**src/rtl/a64enc_pkg.sv**
```systemverilog
`timescale 1ns / 1ps
// ---------------------------------------------------------------------------
// a64enc_pkg
// Kinds, status codes, base opcodes and range helper shared by the
// instruction encoder and its checker.
// ---------------------------------------------------------------------------
package a64enc_pkg;

    localparam int unsigned KIND_W   = 5;
    localparam int unsigned STATUS_W = 3;
    localparam int unsigned S_DATA_W = 168;
    localparam int unsigned M_DATA_W = 40;

    typedef enum logic [KIND_W-1:0] {
        KIND_ADR      = 5'd0,
        KIND_ADRP     = 5'd1,
        KIND_BR       = 5'd2,
        KIND_LDP_IDX  = 5'd3,
        KIND_LDP_OFF  = 5'd4,
        KIND_STP_IDX  = 5'd5,
        KIND_STP_OFF  = 5'd6,
        KIND_NOP      = 5'd7,
        KIND_RET      = 5'd8,
        KIND_MOV      = 5'd9,
        KIND_CCMP     = 5'd10,
        KIND_ADD_IMM  = 5'd11,
        KIND_BL       = 5'd12,
        KIND_B        = 5'd13,
        KIND_BCOND    = 5'd14,
        KIND_CBZ      = 5'd15,
        KIND_MOVZ     = 5'd16,
        KIND_MOVK     = 5'd17,
        KIND_LDR_IMM  = 5'd18,
        KIND_TBZ      = 5'd19,
        KIND_LDR_LIT  = 5'd20
    } kind_t;

    typedef enum logic [STATUS_W-1:0] {
        ST_OK    = 3'd0,
        ST_RANGE = 3'd1,
        ST_ALIGN = 3'd2,
        ST_PAC   = 3'd3,
        ST_KIND  = 3'd4
    } status_t;

    typedef enum logic [2:0] {
        PAC_PLAIN = 3'd0,
        PAC_AA    = 3'd1,
        PAC_AAZ   = 3'd2,
        PAC_AB    = 3'd3,
        PAC_ABZ   = 3'd4
    } pac_t;

    localparam logic [31:0] OP_NOP     = 32'hD503_201F;
    localparam logic [31:0] OP_RET     = 32'hD65F_03C0;
    localparam logic [31:0] OP_ADR     = 32'h1000_0000;
    localparam logic [31:0] OP_ADRP    = 32'h9000_0000;
    localparam logic [31:0] OP_BR      = 32'hD61F_0000;
    localparam logic [31:0] OP_LDRL    = 32'h5800_0000;
    localparam logic [31:0] OP_LDP_IDX = 32'hA8C0_0000;
    localparam logic [31:0] OP_LDP_OFF = 32'hA940_0000;
    localparam logic [31:0] OP_STP_IDX = 32'hA880_0000;
    localparam logic [31:0] OP_STP_OFF = 32'hA900_0000;
    localparam logic [31:0] OP_MOV     = 32'hAA00_0000;
    localparam logic [31:0] OP_CCMP    = 32'hFA40_0000;
    localparam logic [31:0] OP_ADD_IMM = 32'h1100_0000;
    localparam logic [31:0] OP_BL      = 32'h9400_0000;
    localparam logic [31:0] OP_B       = 32'h1400_0000;
    localparam logic [31:0] OP_BCOND   = 32'h5400_0000;
    localparam logic [31:0] OP_CBZ     = 32'hB400_0000;
    localparam logic [31:0] OP_MOVZ    = 32'hD280_0000;
    localparam logic [31:0] OP_MOVK    = 32'hF280_0000;
    localparam logic [31:0] OP_LDR_IMM = 32'hF940_0000;
    localparam logic [31:0] OP_TBZ     = 32'h3600_0000;

    localparam logic [31:0] BR_PAC_BIT  = 32'h0000_0800;
    localparam logic [31:0] BR_KEYB_BIT = 32'h0000_0400;
    localparam logic [31:0] BR_MOD_BIT  = 32'h0100_0000;

    // true when v, as two's complement, fits a signed field of the given width
    function automatic logic fits_signed(input logic [63:0] v, input int unsigned bits);
        logic signed [63:0] hi;
        hi = $signed(v) >>> (bits - 1);
        return (hi == '0) || (hi == '1);
    endfunction

endpackage

```
**src/rtl/arm64_instruction_encoder.sv**
```systemverilog
`timescale 1ns / 1ps
// ---------------------------------------------------------------------------
// arm64_instruction_encoder
// Builds one A64 instruction word and a status from a kind and its operands.
// ---------------------------------------------------------------------------
// Usage:
//   Input words arrive on s_tvalid/s_tready with the instruction kind on
//   s_tuser and pc, target or immediate, registers and small fields packed in
//   s_tdata. Each input word gives exactly one result word on m_tvalid/
//   m_tready: the instruction in m_tdata[31:0] and the status in
//   m_tdata[34:32]; the instruction is zero whenever the status is not ok.
//   Between acceptance and m_tvalid a word passes offset subtraction, then
//   range and alignment checks, then field packing into the output register.
//   Throughput is one word per cycle while the receiver takes results; each stage carries its own valid bit.
//   When the receiver stalls, the output word holds and stages behind it
//   keep filling until the pipeline is full, then s_tready drops; nothing is
//   lost or repeated. Reset (aresetn low at a clock edge) empties every stage
//   and the block is ready on the next cycle.
// ---------------------------------------------------------------------------
module arm64_instruction_encoder
    import a64enc_pkg::*;
(
    input  logic                aclk,
    input  logic                aresetn,
    input  logic                s_tvalid,
    output logic                s_tready,
    // pc, operand_value, reg_d, reg_n, reg_m, condition_code, nzcv_flags,
    // pac_mode, variant_bit, small_field, zero pad
    input  logic [S_DATA_W-1:0] s_tdata,
    // kind
    input  logic [KIND_W-1:0]   s_tuser,
    output logic                m_tvalid,
    input  logic                m_tready,
    // instruction_word, status, zero pad
    output logic [M_DATA_W-1:0] m_tdata
);

    typedef struct packed {
        logic [4:0] reg_d;
        logic [4:0] reg_n;
        logic [4:0] reg_m;
        logic [3:0] cond;
        logic [3:0] nzcv;
        logic [2:0] pac;
        logic       var_bit;
        logic [5:0] field6;
    } opnd_t;

    logic        s1_ready;
    logic        s2_ready;
    logic        out_ready;

    logic        s1_valid_reg;
    kind_t       s1_kind_reg;
    logic [63:0] s1_val_reg;
    logic [63:0] s1_diff_reg;
    logic [52:0] s1_page_reg;
    opnd_t       s1_opnd_reg;

    logic [63:0] in_pc;
    logic [63:0] in_val;
    opnd_t       in_opnd;
    logic [63:0] diff_next;
    logic [52:0] page_next;

    logic        s2_valid_reg;
    kind_t       s2_kind_reg;
    status_t     s2_status_reg;
    logic [27:0] s2_diff_reg;
    logic [20:0] s2_page_reg;
    logic [23:0] s2_val_reg;
    opnd_t       s2_opnd_reg;
    status_t     status_next;

    logic        out_valid_reg;
    logic [31:0] out_word_reg;
    status_t     out_status_reg;
    logic [31:0] word_next;

    assign out_ready = !out_valid_reg || m_tready;
    assign s2_ready  = !s2_valid_reg || out_ready;
    assign s1_ready  = !s1_valid_reg || s2_ready;
    assign s_tready  = s1_ready;

    assign in_pc   = s_tdata[63:0];
    assign in_val  = s_tdata[127:64];
    assign in_opnd = '{
        reg_d:   s_tdata[132:128],
        reg_n:   s_tdata[137:133],
        reg_m:   s_tdata[142:138],
        cond:    s_tdata[146:143],
        nzcv:    s_tdata[150:147],
        pac:     s_tdata[153:151],
        var_bit: s_tdata[154],
        field6:  s_tdata[160:155]
    };

    assign diff_next = in_val - in_pc;
    assign page_next = {1'b0, in_val[63:12]} - {1'b0, in_pc[63:12]};

    always_ff @(posedge aclk) begin
        if (!aresetn) begin
            s1_valid_reg  <= 1'b0;
            s2_valid_reg  <= 1'b0;
            out_valid_reg <= 1'b0;
        end else begin
            if (s1_ready) begin
                s1_valid_reg <= s_tvalid;
            end
            if (s2_ready) begin
                s2_valid_reg <= s1_valid_reg;
            end
            if (out_ready) begin
                out_valid_reg <= s2_valid_reg;
            end
        end
    end

    // stage 1: offsets
    always_ff @(posedge aclk) begin
        if (s1_ready) begin
            s1_kind_reg <= kind_t'(s_tuser);
            s1_val_reg  <= in_val;
            s1_diff_reg <= diff_next;
            s1_page_reg <= page_next;
            s1_opnd_reg <= in_opnd;
        end
    end

    // stage 2: range, alignment, pac mode and kind checks
    always_comb begin
        status_next = ST_OK;
        case (s1_kind_reg)
            KIND_ADR: begin
                if (!fits_signed(s1_diff_reg, 21)) status_next = ST_RANGE;
            end
            KIND_ADRP: begin
                if (s1_val_reg[11:0] != 12'd0) begin
                    status_next = ST_ALIGN;
                end else if (!fits_signed({{11{s1_page_reg[52]}}, s1_page_reg}, 21)) begin
                    status_next = ST_RANGE;
                end
            end
            KIND_BR: begin
                if (s1_opnd_reg.pac > PAC_ABZ) status_next = ST_PAC;
            end
            KIND_LDP_IDX, KIND_LDP_OFF, KIND_STP_IDX, KIND_STP_OFF: begin
                if (!fits_signed(s1_val_reg, 7)) status_next = ST_RANGE;
            end
            KIND_NOP, KIND_RET, KIND_MOV, KIND_CCMP, KIND_MOVZ, KIND_MOVK: begin
                status_next = ST_OK;
            end
            KIND_ADD_IMM: begin
                if (s1_val_reg[11:0] == 12'd0) begin
                    if (s1_val_reg[63:24] != 40'd0) status_next = ST_RANGE;
                end else if (s1_val_reg[63:12] != 52'd0) begin
                    status_next = ST_RANGE;
                end
            end
            KIND_BL, KIND_B: begin
                if (s1_diff_reg[1:0] != 2'd0) begin
                    status_next = ST_ALIGN;
                end else if (!fits_signed(s1_diff_reg, 28)) begin
                    status_next = ST_RANGE;
                end
            end
            KIND_BCOND: begin
                if (s1_diff_reg[1:0] != 2'd0) begin
                    status_next = ST_ALIGN;
                end else if (!fits_signed(s1_diff_reg, 21)) begin
                    status_next = ST_RANGE;
                end
            end
            KIND_CBZ: begin
                if (!fits_signed(s1_val_reg, 19)) status_next = ST_RANGE;
            end
            KIND_LDR_IMM: begin
                if (s1_val_reg[2:0] != 3'd0) begin
                    status_next = ST_ALIGN;
                end else if (s1_val_reg[63:15] != 49'd0) begin
                    status_next = ST_RANGE;
                end
            end
            KIND_TBZ: begin
                if (!fits_signed(s1_val_reg, 14)) status_next = ST_RANGE;
            end
            KIND_LDR_LIT: begin
                if (!fits_signed(s1_diff_reg, 21)) begin
                    status_next = ST_RANGE;
                end else if (s1_diff_reg[1:0] != 2'd0) begin
                    status_next = ST_ALIGN;
                end
            end
            default: begin
                status_next = ST_KIND;
            end
        endcase
    end

    always_ff @(posedge aclk) begin
        if (s2_ready) begin
            s2_kind_reg   <= s1_kind_reg;
            s2_status_reg <= status_next;
            s2_diff_reg   <= s1_diff_reg[27:0];
            s2_page_reg   <= s1_page_reg[20:0];
            s2_val_reg    <= s1_val_reg[23:0];
            s2_opnd_reg   <= s1_opnd_reg;
        end
    end

    // stage 3: field packing
    always_comb begin
        word_next = 32'd0;
        case (s2_kind_reg)
            KIND_ADR: begin
                word_next = OP_ADR | {1'b0, s2_diff_reg[1:0], 29'd0}
                          | {8'd0, s2_diff_reg[20:2], s2_opnd_reg.reg_d};
            end
            KIND_ADRP: begin
                word_next = OP_ADRP | {1'b0, s2_page_reg[1:0], 29'd0}
                          | {8'd0, s2_page_reg[20:2], s2_opnd_reg.reg_d};
            end
            KIND_BR: begin
                word_next = OP_BR | {22'd0, s2_opnd_reg.reg_n, 5'd0};
                if (s2_opnd_reg.pac != PAC_PLAIN) begin
                    word_next = word_next | BR_PAC_BIT;
                    if (s2_opnd_reg.pac == PAC_AB || s2_opnd_reg.pac == PAC_ABZ) begin
                        word_next = word_next | BR_KEYB_BIT;
                    end
                    if (s2_opnd_reg.pac == PAC_AA || s2_opnd_reg.pac == PAC_AB) begin
                        word_next = word_next | BR_MOD_BIT | {27'd0, s2_opnd_reg.reg_m};
                    end else begin
                        word_next = word_next | 32'd31;
                    end
                end
            end
            KIND_LDP_IDX, KIND_LDP_OFF, KIND_STP_IDX, KIND_STP_OFF: begin
                case (s2_kind_reg)
                    KIND_LDP_IDX: word_next = OP_LDP_IDX | {7'd0, s2_opnd_reg.var_bit, 24'd0};
                    KIND_LDP_OFF: word_next = OP_LDP_OFF;
                    KIND_STP_IDX: word_next = OP_STP_IDX | {7'd0, s2_opnd_reg.var_bit, 24'd0};
                    default:      word_next = OP_STP_OFF;
                endcase
                word_next = word_next | {10'd0, s2_val_reg[6:0], s2_opnd_reg.reg_m,
                                         s2_opnd_reg.reg_n, s2_opnd_reg.reg_d};
            end
            KIND_NOP: begin
                word_next = OP_NOP;
            end
            KIND_RET: begin
                word_next = OP_RET;
            end
            KIND_MOV: begin
                word_next = OP_MOV | {11'd0, s2_opnd_reg.reg_m, s2_opnd_reg.field6,
                                      s2_opnd_reg.reg_n, s2_opnd_reg.reg_d};
            end
            KIND_CCMP: begin
                word_next = OP_CCMP | {11'd0, s2_opnd_reg.reg_m, s2_opnd_reg.cond, 2'd0,
                                       s2_opnd_reg.reg_n, 1'b0, s2_opnd_reg.nzcv};
            end
            KIND_ADD_IMM: begin
                if (s2_val_reg[11:0] == 12'd0) begin
                    word_next = OP_ADD_IMM | {10'd1, s2_val_reg[23:12], s2_opnd_reg.reg_n,
                                              s2_opnd_reg.reg_d};
                end else begin
                    word_next = OP_ADD_IMM | {10'd0, s2_val_reg[11:0], s2_opnd_reg.reg_n,
                                              s2_opnd_reg.reg_d};
                end
            end
            KIND_BL: begin
                word_next = OP_BL | {6'd0, s2_diff_reg[27:2]};
            end
            KIND_B: begin
                word_next = OP_B | {6'd0, s2_diff_reg[27:2]};
            end
            KIND_BCOND: begin
                word_next = OP_BCOND | {8'd0, s2_diff_reg[20:2], 1'b0, s2_opnd_reg.cond};
            end
            KIND_CBZ: begin
                word_next = OP_CBZ | {7'd0, s2_opnd_reg.var_bit, s2_val_reg[18:0],
                                      s2_opnd_reg.reg_d};
            end
            KIND_MOVZ: begin
                word_next = OP_MOVZ | {9'd0, s2_opnd_reg.field6[1:0], s2_val_reg[15:0],
                                       s2_opnd_reg.reg_d};
            end
            KIND_MOVK: begin
                word_next = OP_MOVK | {9'd0, s2_opnd_reg.field6[1:0], s2_val_reg[15:0],
                                       s2_opnd_reg.reg_d};
            end
            KIND_LDR_IMM: begin
                word_next = OP_LDR_IMM | {10'd0, s2_val_reg[14:3], s2_opnd_reg.reg_n,
                                          s2_opnd_reg.reg_d};
            end
            KIND_TBZ: begin
                word_next = OP_TBZ | {s2_opnd_reg.field6[5], 6'd0, s2_opnd_reg.var_bit,
                                      s2_opnd_reg.field6[4:0], s2_val_reg[13:0],
                                      s2_opnd_reg.reg_d};
            end
            KIND_LDR_LIT: begin
                word_next = OP_LDRL | {8'd0, s2_diff_reg[20:2], s2_opnd_reg.reg_d};
            end
            default: begin
                word_next = 32'd0;
            end
        endcase
        if (s2_status_reg != ST_OK) begin
            word_next = 32'd0;
        end
    end

    always_ff @(posedge aclk) begin
        if (out_ready) begin
            out_word_reg   <= word_next;
            out_status_reg <= s2_status_reg;
        end
    end

    assign m_tvalid = out_valid_reg;
    assign m_tdata  = {5'd0, out_status_reg, out_word_reg};

endmodule

```
**config.mk**
```make
export PLATFORM = sky130hd
export DESIGN_NAME = arm64_instruction_encoder
export DESIGN_NICKNAME = d
export VERILOG_FILES = /design/src/rtl/a64enc_pkg.sv /design/src/rtl/arm64_instruction_encoder.sv
export SDC_FILE = /design/constraint.sdc
export NUM_CORES = 1
export LEC_CHECK = 0
export BUFFER_PORTS_ARGS = -buffer_cell sky130_fd_sc_hd__buf_2
export CORE_MARGIN = 3
export CORE_UTILIZATION = 35
export CTS_CLUSTER_SIZE = 24
export DETAILED_ROUTE_END_ITERATION = 6
export PLACE_DENSITY = 0.56
export SETUP_SLACK_MARGIN = 0.4
export SLEW_MARGIN = 20
export SYNTH_ARGS = -nofsm -noshare
export SYNTH_HDL_FRONTEND = slang
export SYNTH_SLANG_ARGS = --single-unit
```
**constraint.sdc**
```tcl
create_clock -name aclk -period 10.3 [get_ports aclk]
set_input_delay 0 -clock aclk [delete_from_list [all_inputs] [get_ports aclk]]
set_output_delay 0 -clock aclk [all_outputs]
set_load 0.005 [all_outputs]
```
* After elaboration in Yosys (flattened, before gate mapping)
Cells that the tools add are included.
Storage, ports and cells: bits in registers 371, input bits 177, output and inout port bits 42
Cells by class: $add $sub $neg 2, $lt $le $gt $ge 1, eq/ne operators 49, mux-type cells 27, bitwise gates (word level) 4, reductions and logical operators 36
Operator list (number):
- 32-bit case mux with 18 select lines | 1
- 64-bit equality test, second input constant | 6
- 64-bit logical NOT | 6
- 32-bit 2-to-1 mux | 5
- 5-bit by 4-bit equality test with 1-bit output, second input constant | 16
- 25-bit case mux with 3 select lines | 1
- 64-bit subtractor | 1
- 52-bit by 52-bit subtractor with 53-bit output | 1
- 52-bit nonzero test | 1
- 5-bit equality test, second input constant | 10
- 49-bit nonzero test | 1
- 5-bit by 3-bit equality test with 1-bit output, second input constant | 8
- 40-bit nonzero test | 1
- 3-bit case mux with 12 select lines | 1
- 32-bit by 22-bit OR with 32-bit output | 1
- 32-bit by 24-bit OR with 32-bit output | 1
- 32-bit by 5-bit OR with 32-bit output | 1
- 31-bit by 24-bit OR with 31-bit output | 1
- 12-bit logical NOT | 2
- 23-bit 2-to-1 mux | 1
- 5-bit by 2-bit equality test with 1-bit output, second input constant | 4
- 2-bit 2-to-1 mux | 7
- 12-bit nonzero test | 1
- 1-bit logical OR | 11
- 15 further kinds | 30

* Depth between registers and ports, before layout
depth in word-level cells 9, depth in mapped cells 11, mapped depth without buffers 11

* Worst setup path before layout
OpenSTA, ideal clock, no wires.
kind reg-to-reg, from reg out_valid_reg (netlist: m_tvalid), to reg s1_diff_reg[0], enable pin, setup time 2.281 ns, arrival time 5.503 ns, path slack 2.515 ns, cell stages (with the launch flop) 3, buffers on the path 0, clock period less this slack 7.785 ns, cell sequence dfxtp_1 -> nor2b_1 -> nand3_1
On the way: cells in the longest elaborated chain, start to end 4
RTL lines:
- start, declared | RTL line arm64_instruction_encoder.sv:75 | logic out_valid_reg;
- start signal, assigned | RTL line arm64_instruction_encoder.sv:114 | out_valid_reg <= s2_valid_reg;
- 1-bit logical NOT | RTL line arm64_instruction_encoder.sv:80 | assign out_ready = !out_valid_reg || m_tready;
- 1-bit logical OR | RTL line arm64_instruction_encoder.sv:80
- 1-bit logical OR | RTL line arm64_instruction_encoder.sv:81 | assign s2_ready = !s2_valid_reg || out_ready;
- 1-bit logical OR | RTL line arm64_instruction_encoder.sv:82 | assign s1_ready = !s1_valid_reg || s2_ready;
- named net s_tready | RTL line arm64_instruction_encoder.sv:26 | output logic s_tready,
- end signal, assigned | RTL line arm64_instruction_encoder.sv:124 | s1_diff_reg <= diff_next;
- end, declared | RTL line arm64_instruction_encoder.sv:56 | logic [63:0] s1_diff_reg;
The timed path passes the listed nets, and every way through them passes these cells. A chain may end at the register's enable or synchronous reset.

* Worst setup path in the final report
from in s_tdata[0], to reg s1_diff_reg[60] (data pin)
On the way: cells in the longest elaborated chain, start to end 1
RTL lines:
- start, declared | RTL line arm64_instruction_encoder.sv:29 | input logic [S_DATA_W-1:0] s_tdata,
- 64-bit subtractor | RTL line arm64_instruction_encoder.sv:98 | assign diff_next = in_val - in_pc;
- named net diff_next[60] | RTL line arm64_instruction_encoder.sv:63 | logic [63:0] diff_next;
The timed path passes the listed nets, and every way through them passes these cells.

==> qor.csv <==
stage,metric,value,unit
logic_synthesis,Yosys reg bits,371,
place,Port Buffers,206,
floorplanning,Site Rows,86,
routing,wire length on met2,31700,um
routing,DRT iter0 DRCs,1478,
worst_hold_path,hold path startpoint,s_tdata[3],
routing,Initial DRT Pass Iterations,7,
logic_synthesis,cell count after synthesis,1773,
sta,Setup Skew,0.0413,ns
logic_synthesis,synth unique cells,80,
sta,f_max,0.306,GHz
floorplanning,Die Area,59100,um^2
cts,Post-CTS Setup Bufs,0,
cts,Clock Tree Buf Depth,3,
setup_path,Critical Path AT,3.61,ns
cts,CTS tree,built,
floorplanning,Starting Density,35.5,%
logic_synthesis,Ys Warns,0,
setup_path,Setup crit start kind,input pin,
cts,Clock Sinks,371,
sta,RSZ-0062 raised after global routing,false,
routing,met3 WL,3850,um
routing,Post-Route WL,67500,um
sta,worst slew pin tran,1.11,ns
grt,vias in the first global route,15700,
floorplanning,height of the die,243,um
worst_hold_path,Hold WC Path Type,input pin to flip-flop,
grt,largest net degree at the start of global routing,87,
power,LEAKAGE,9.16,nW
setup_path,CP max FO,4,
setup_path,Worst R2R End,s2_status_reg[0],
layout,diode count,0,
cts,Resized cells post-CTS,0,
routing,M1 WL,29600,um
power,pwr dens,173,nW/um^2
cts,number of CTS-inserted buffers,42,
run_status,outcome,"complete, but fails checks",
cts,clk slew on worst S/H paths,0.07,ns
logic_synthesis,Post-synth EDFFs,368,
sta,Tmin final,3.27,ns
job,max-cap violations,0,
cts,worst-skew pair later-pin latency,0.59,ns
floorplanning,total core area,55400,um^2
sta,final hold violation count,0,
routing,Post-route DRC,3,
sta,Tcrit/Tclk final,31.7,%
run_status,violated checks,design-rule violations,
setup_path,Reg2Reg Depth,6,
sta,final setup violation count,0,
grt,antenna violations before repair,0,
worst_hold_path,hold path cells,4,
floorplanning,Die X-Extent,243,um
setup_path,Worst Path Required,10.64,ns
layout,multi-input combinational cell area,7860,um^2
place,post-DP HPWL,52100,um
layout,FF+latch area,11100,um^2
layout,most frequent cells in the layout,"368 x edfxtp_1, 206 x buf_2, 149 x nand2_1",
layout,"most common cell after layout, fill and taps aside",edfxtp_1,
sta,max-slew violations,0,
logic_synthesis,"Seq/Total Area, Yosys",56.5,%
routing,Top Metal Used,met4,
grt,grt total ovfl,0,
sta,setup_tns,0,ns
place,Placer Congestion,0.973,
layout,layout cells sized above 1,14.9,%
routing,post-route ant nets,0,
setup_path,FF-to-FF setup slack,7.08,ns
cts,Clk Tree Root Cell,clkbuf_16,
logic_synthesis,synthesized area per cell,11.1,um^2
routing,Vias/cell,5.58,
grt,first-pass GRT wire length,99300,um
power,Max IR drop VDD,0.109,mV
setup_path,r2r startpoint,s1_val_reg[61],
setup_path,Worst setup EP type,flip-flop,
setup_path,Worst Setup SP,s_tdata[0],
worst_hold_path,Hold Path Sink,s1_diff_reg[3],
layout,final net count,2314,
layout,filler instances,5274,
logic_synthesis,predominant post-synthesis flop cell,edfxtp_1,
layout,area grow syn2layout,21.2,%
cts,H-tree depth,2,
routing,total vias in the final route,15900,
setup_path,crit path kind,input pin to flip-flop,
routing,DR WL/cell,23.7,um
floorplanning,Ports,219,
logic_synthesis,"Async S/R FF share, synth",0,%
sta,Slew HR,25.2,%
layout,Final Util,43.0,%
logic_synthesis,Syn Std Cell Area,19700,um^2
grt,GRT Total Usage,22.3,%
-- kinds of logic (layout without fill, tap and decap cells) --
| logic type | Yosys count | after routing | synth area share, % |
|---|---|---|---|
| buf+inv | 178 | 502 | 3.89 |
| simple gates | 534 | 534 | 13.3 |
| flops | 371 | 371 | 56.5 |
| compound gates | 506 | 506 | 16.8 |
| fa+ha+maj | 67 | 67 | 4.34 |
| xor+xnor | 113 | 113 | 5.03 |
| mux | 3 | 3 | 0.153 |
| other cells | 1 | 5 | 0.0191 |
-- metal layers --
metal,up-vias,track usage [%]
li1,7347,-
met1,7800,30.5
met2,634,36.5
met3,122,2.99
met4,0,8.01
met5,-,0
-- worst max path at each step --
stage                                 end  slack (ns)  cells after the start
after floorplan            s1_diff_reg[0]        2.52                      2
after global placement    s1_diff_reg[60]        6.95                     12
after detailed placement  s1_diff_reg[60]        6.96                     12
after CTS                 s1_diff_reg[60]        7.03                     12
after global routing      s1_diff_reg[60]        6.81                     12
final                     s1_diff_reg[60]        7.03                     12
-- cell usage after synthesis (4+ instances only) --
| cell type | number | share of area, % |
|---|---|---|
| a221o_1 | 4 | 0.20 |
| inv_1 | 92 | 1.8 |
| a22oi_1 | 14 | 0.53 |
| a41oi_1 | 10 | 0.44 |
| o21ai_0 | 112 | 2.8 |
| o21bai_1 | 13 | 0.50 |
| nor4_1 | 46 | 1.5 |
| o31ai_1 | 9 | 0.34 |
| a211oi_1 | 10 | 0.38 |
| a221oi_1 | 20 | 0.89 |
| nor3_1 | 28 | 0.71 |
| buf_4 | 8 | 0.31 |
| nand2b_1 | 17 | 0.54 |
| edfxtp_1 | 368 | 56 |
| xor2_1 | 61 | 2.7 |
| or3_1 | 11 | 0.35 |
| or2_2 | 5 | 0.16 |
| buf_1 | 10 | 0.19 |
| clkbuf_1 | 21 | 0.40 |
| o22ai_1 | 5 | 0.16 |
| a21o_1 | 27 | 1.0 |
| a222oi_1 | 19 | 0.97 |
| a21boi_0 | 11 | 0.42 |
| ha_1 | 65 | 4.1 |
| a31oi_1 | 26 | 0.83 |
| buf_2 | 46 | 1.2 |
| xnor2_1 | 52 | 2.3 |
| nand4_1 | 74 | 2.4 |
| nand2_1 | 151 | 2.9 |
| o21a_1 | 22 | 0.84 |
| a21oi_1 | 145 | 3.7 |
| nor2_1 | 131 | 2.5 |
| or4_1 | 5 | 0.19 |
| nor2b_1 | 8 | 0.25 |
| o211a_1 | 4 | 0.20 |
| nand3_1 | 32 | 0.81 |
| and3_1 | 8 | 0.25 |
| and2_1 | 6 | 0.19 |
| o21ai_1 | 10 | 0.25 |
-- what timing repair did --
action,4_1_cts,5_1_grt
endpoints found under the hold margin,117,0
hold buffers,117,0
endpoints found under the setup margin,0,0
-- layout make-up --
cell class / instances / area share (%)
clock inverter: 23 / 0.923
clock buffer: 52 / 4.56
sequential: 371 / 46.6
tap: 748 / 3.92
inverter: 92 / 1.45
timing repair buffer: 335 / 9.63
multi-input combinational: 1228 / 32.9
-- power breakdown --
group / total [mW] / switching, mW / internal (mW) / leakage [nW]
logic: 0.661 / 0.412 / 0.249 / 4.55
registers: 2.04 / 0.134 / 1.91 / 3.97
clock network: 1.43 / 0.619 / 0.811 / 0.638
total: 4.13 / 1.17 / 2.97 / 9.16
-- per-stage QoR --
| stage | std cells | total power [mW] | setup WS (ns) | hold WS [ns] | cell area (um^2) |
|---|---|---|---|---|---|
| floorplan | 1777 | 2.38 | 2.52 | 0.0989 | 19700 |
| global placement | 2657 | 2.67 | 6.95 | 0.179 | 21400 |
| detailed placement | 2657 | 2.68 | 6.96 | 0.179 | 21400 |
| CTS | 2849 | 4.16 | 7.03 | 0.0126 | 23800 |
| global route | 2849 | 4.30 | 6.81 | 0.0645 | 23900 |
| finish | 2849 | 4.13 | 7.03 | 0.0490 | 23900 |
-- worst max-delay path: stages --
cell and delay [ns]:
dlygate4sd3_1 0.53, buf_2 0.12, ha_1 0.25, fa_1 0.41, nand2b_1 0.20, a2111oi_0 0.39
nor2_1 0.20, o21ai_2 0.28, o21ai_0 0.26, o21ai_0 0.58, a21oi_1 0.22, xnor2_1 0.16
Power figures use the tool's default switching activity.
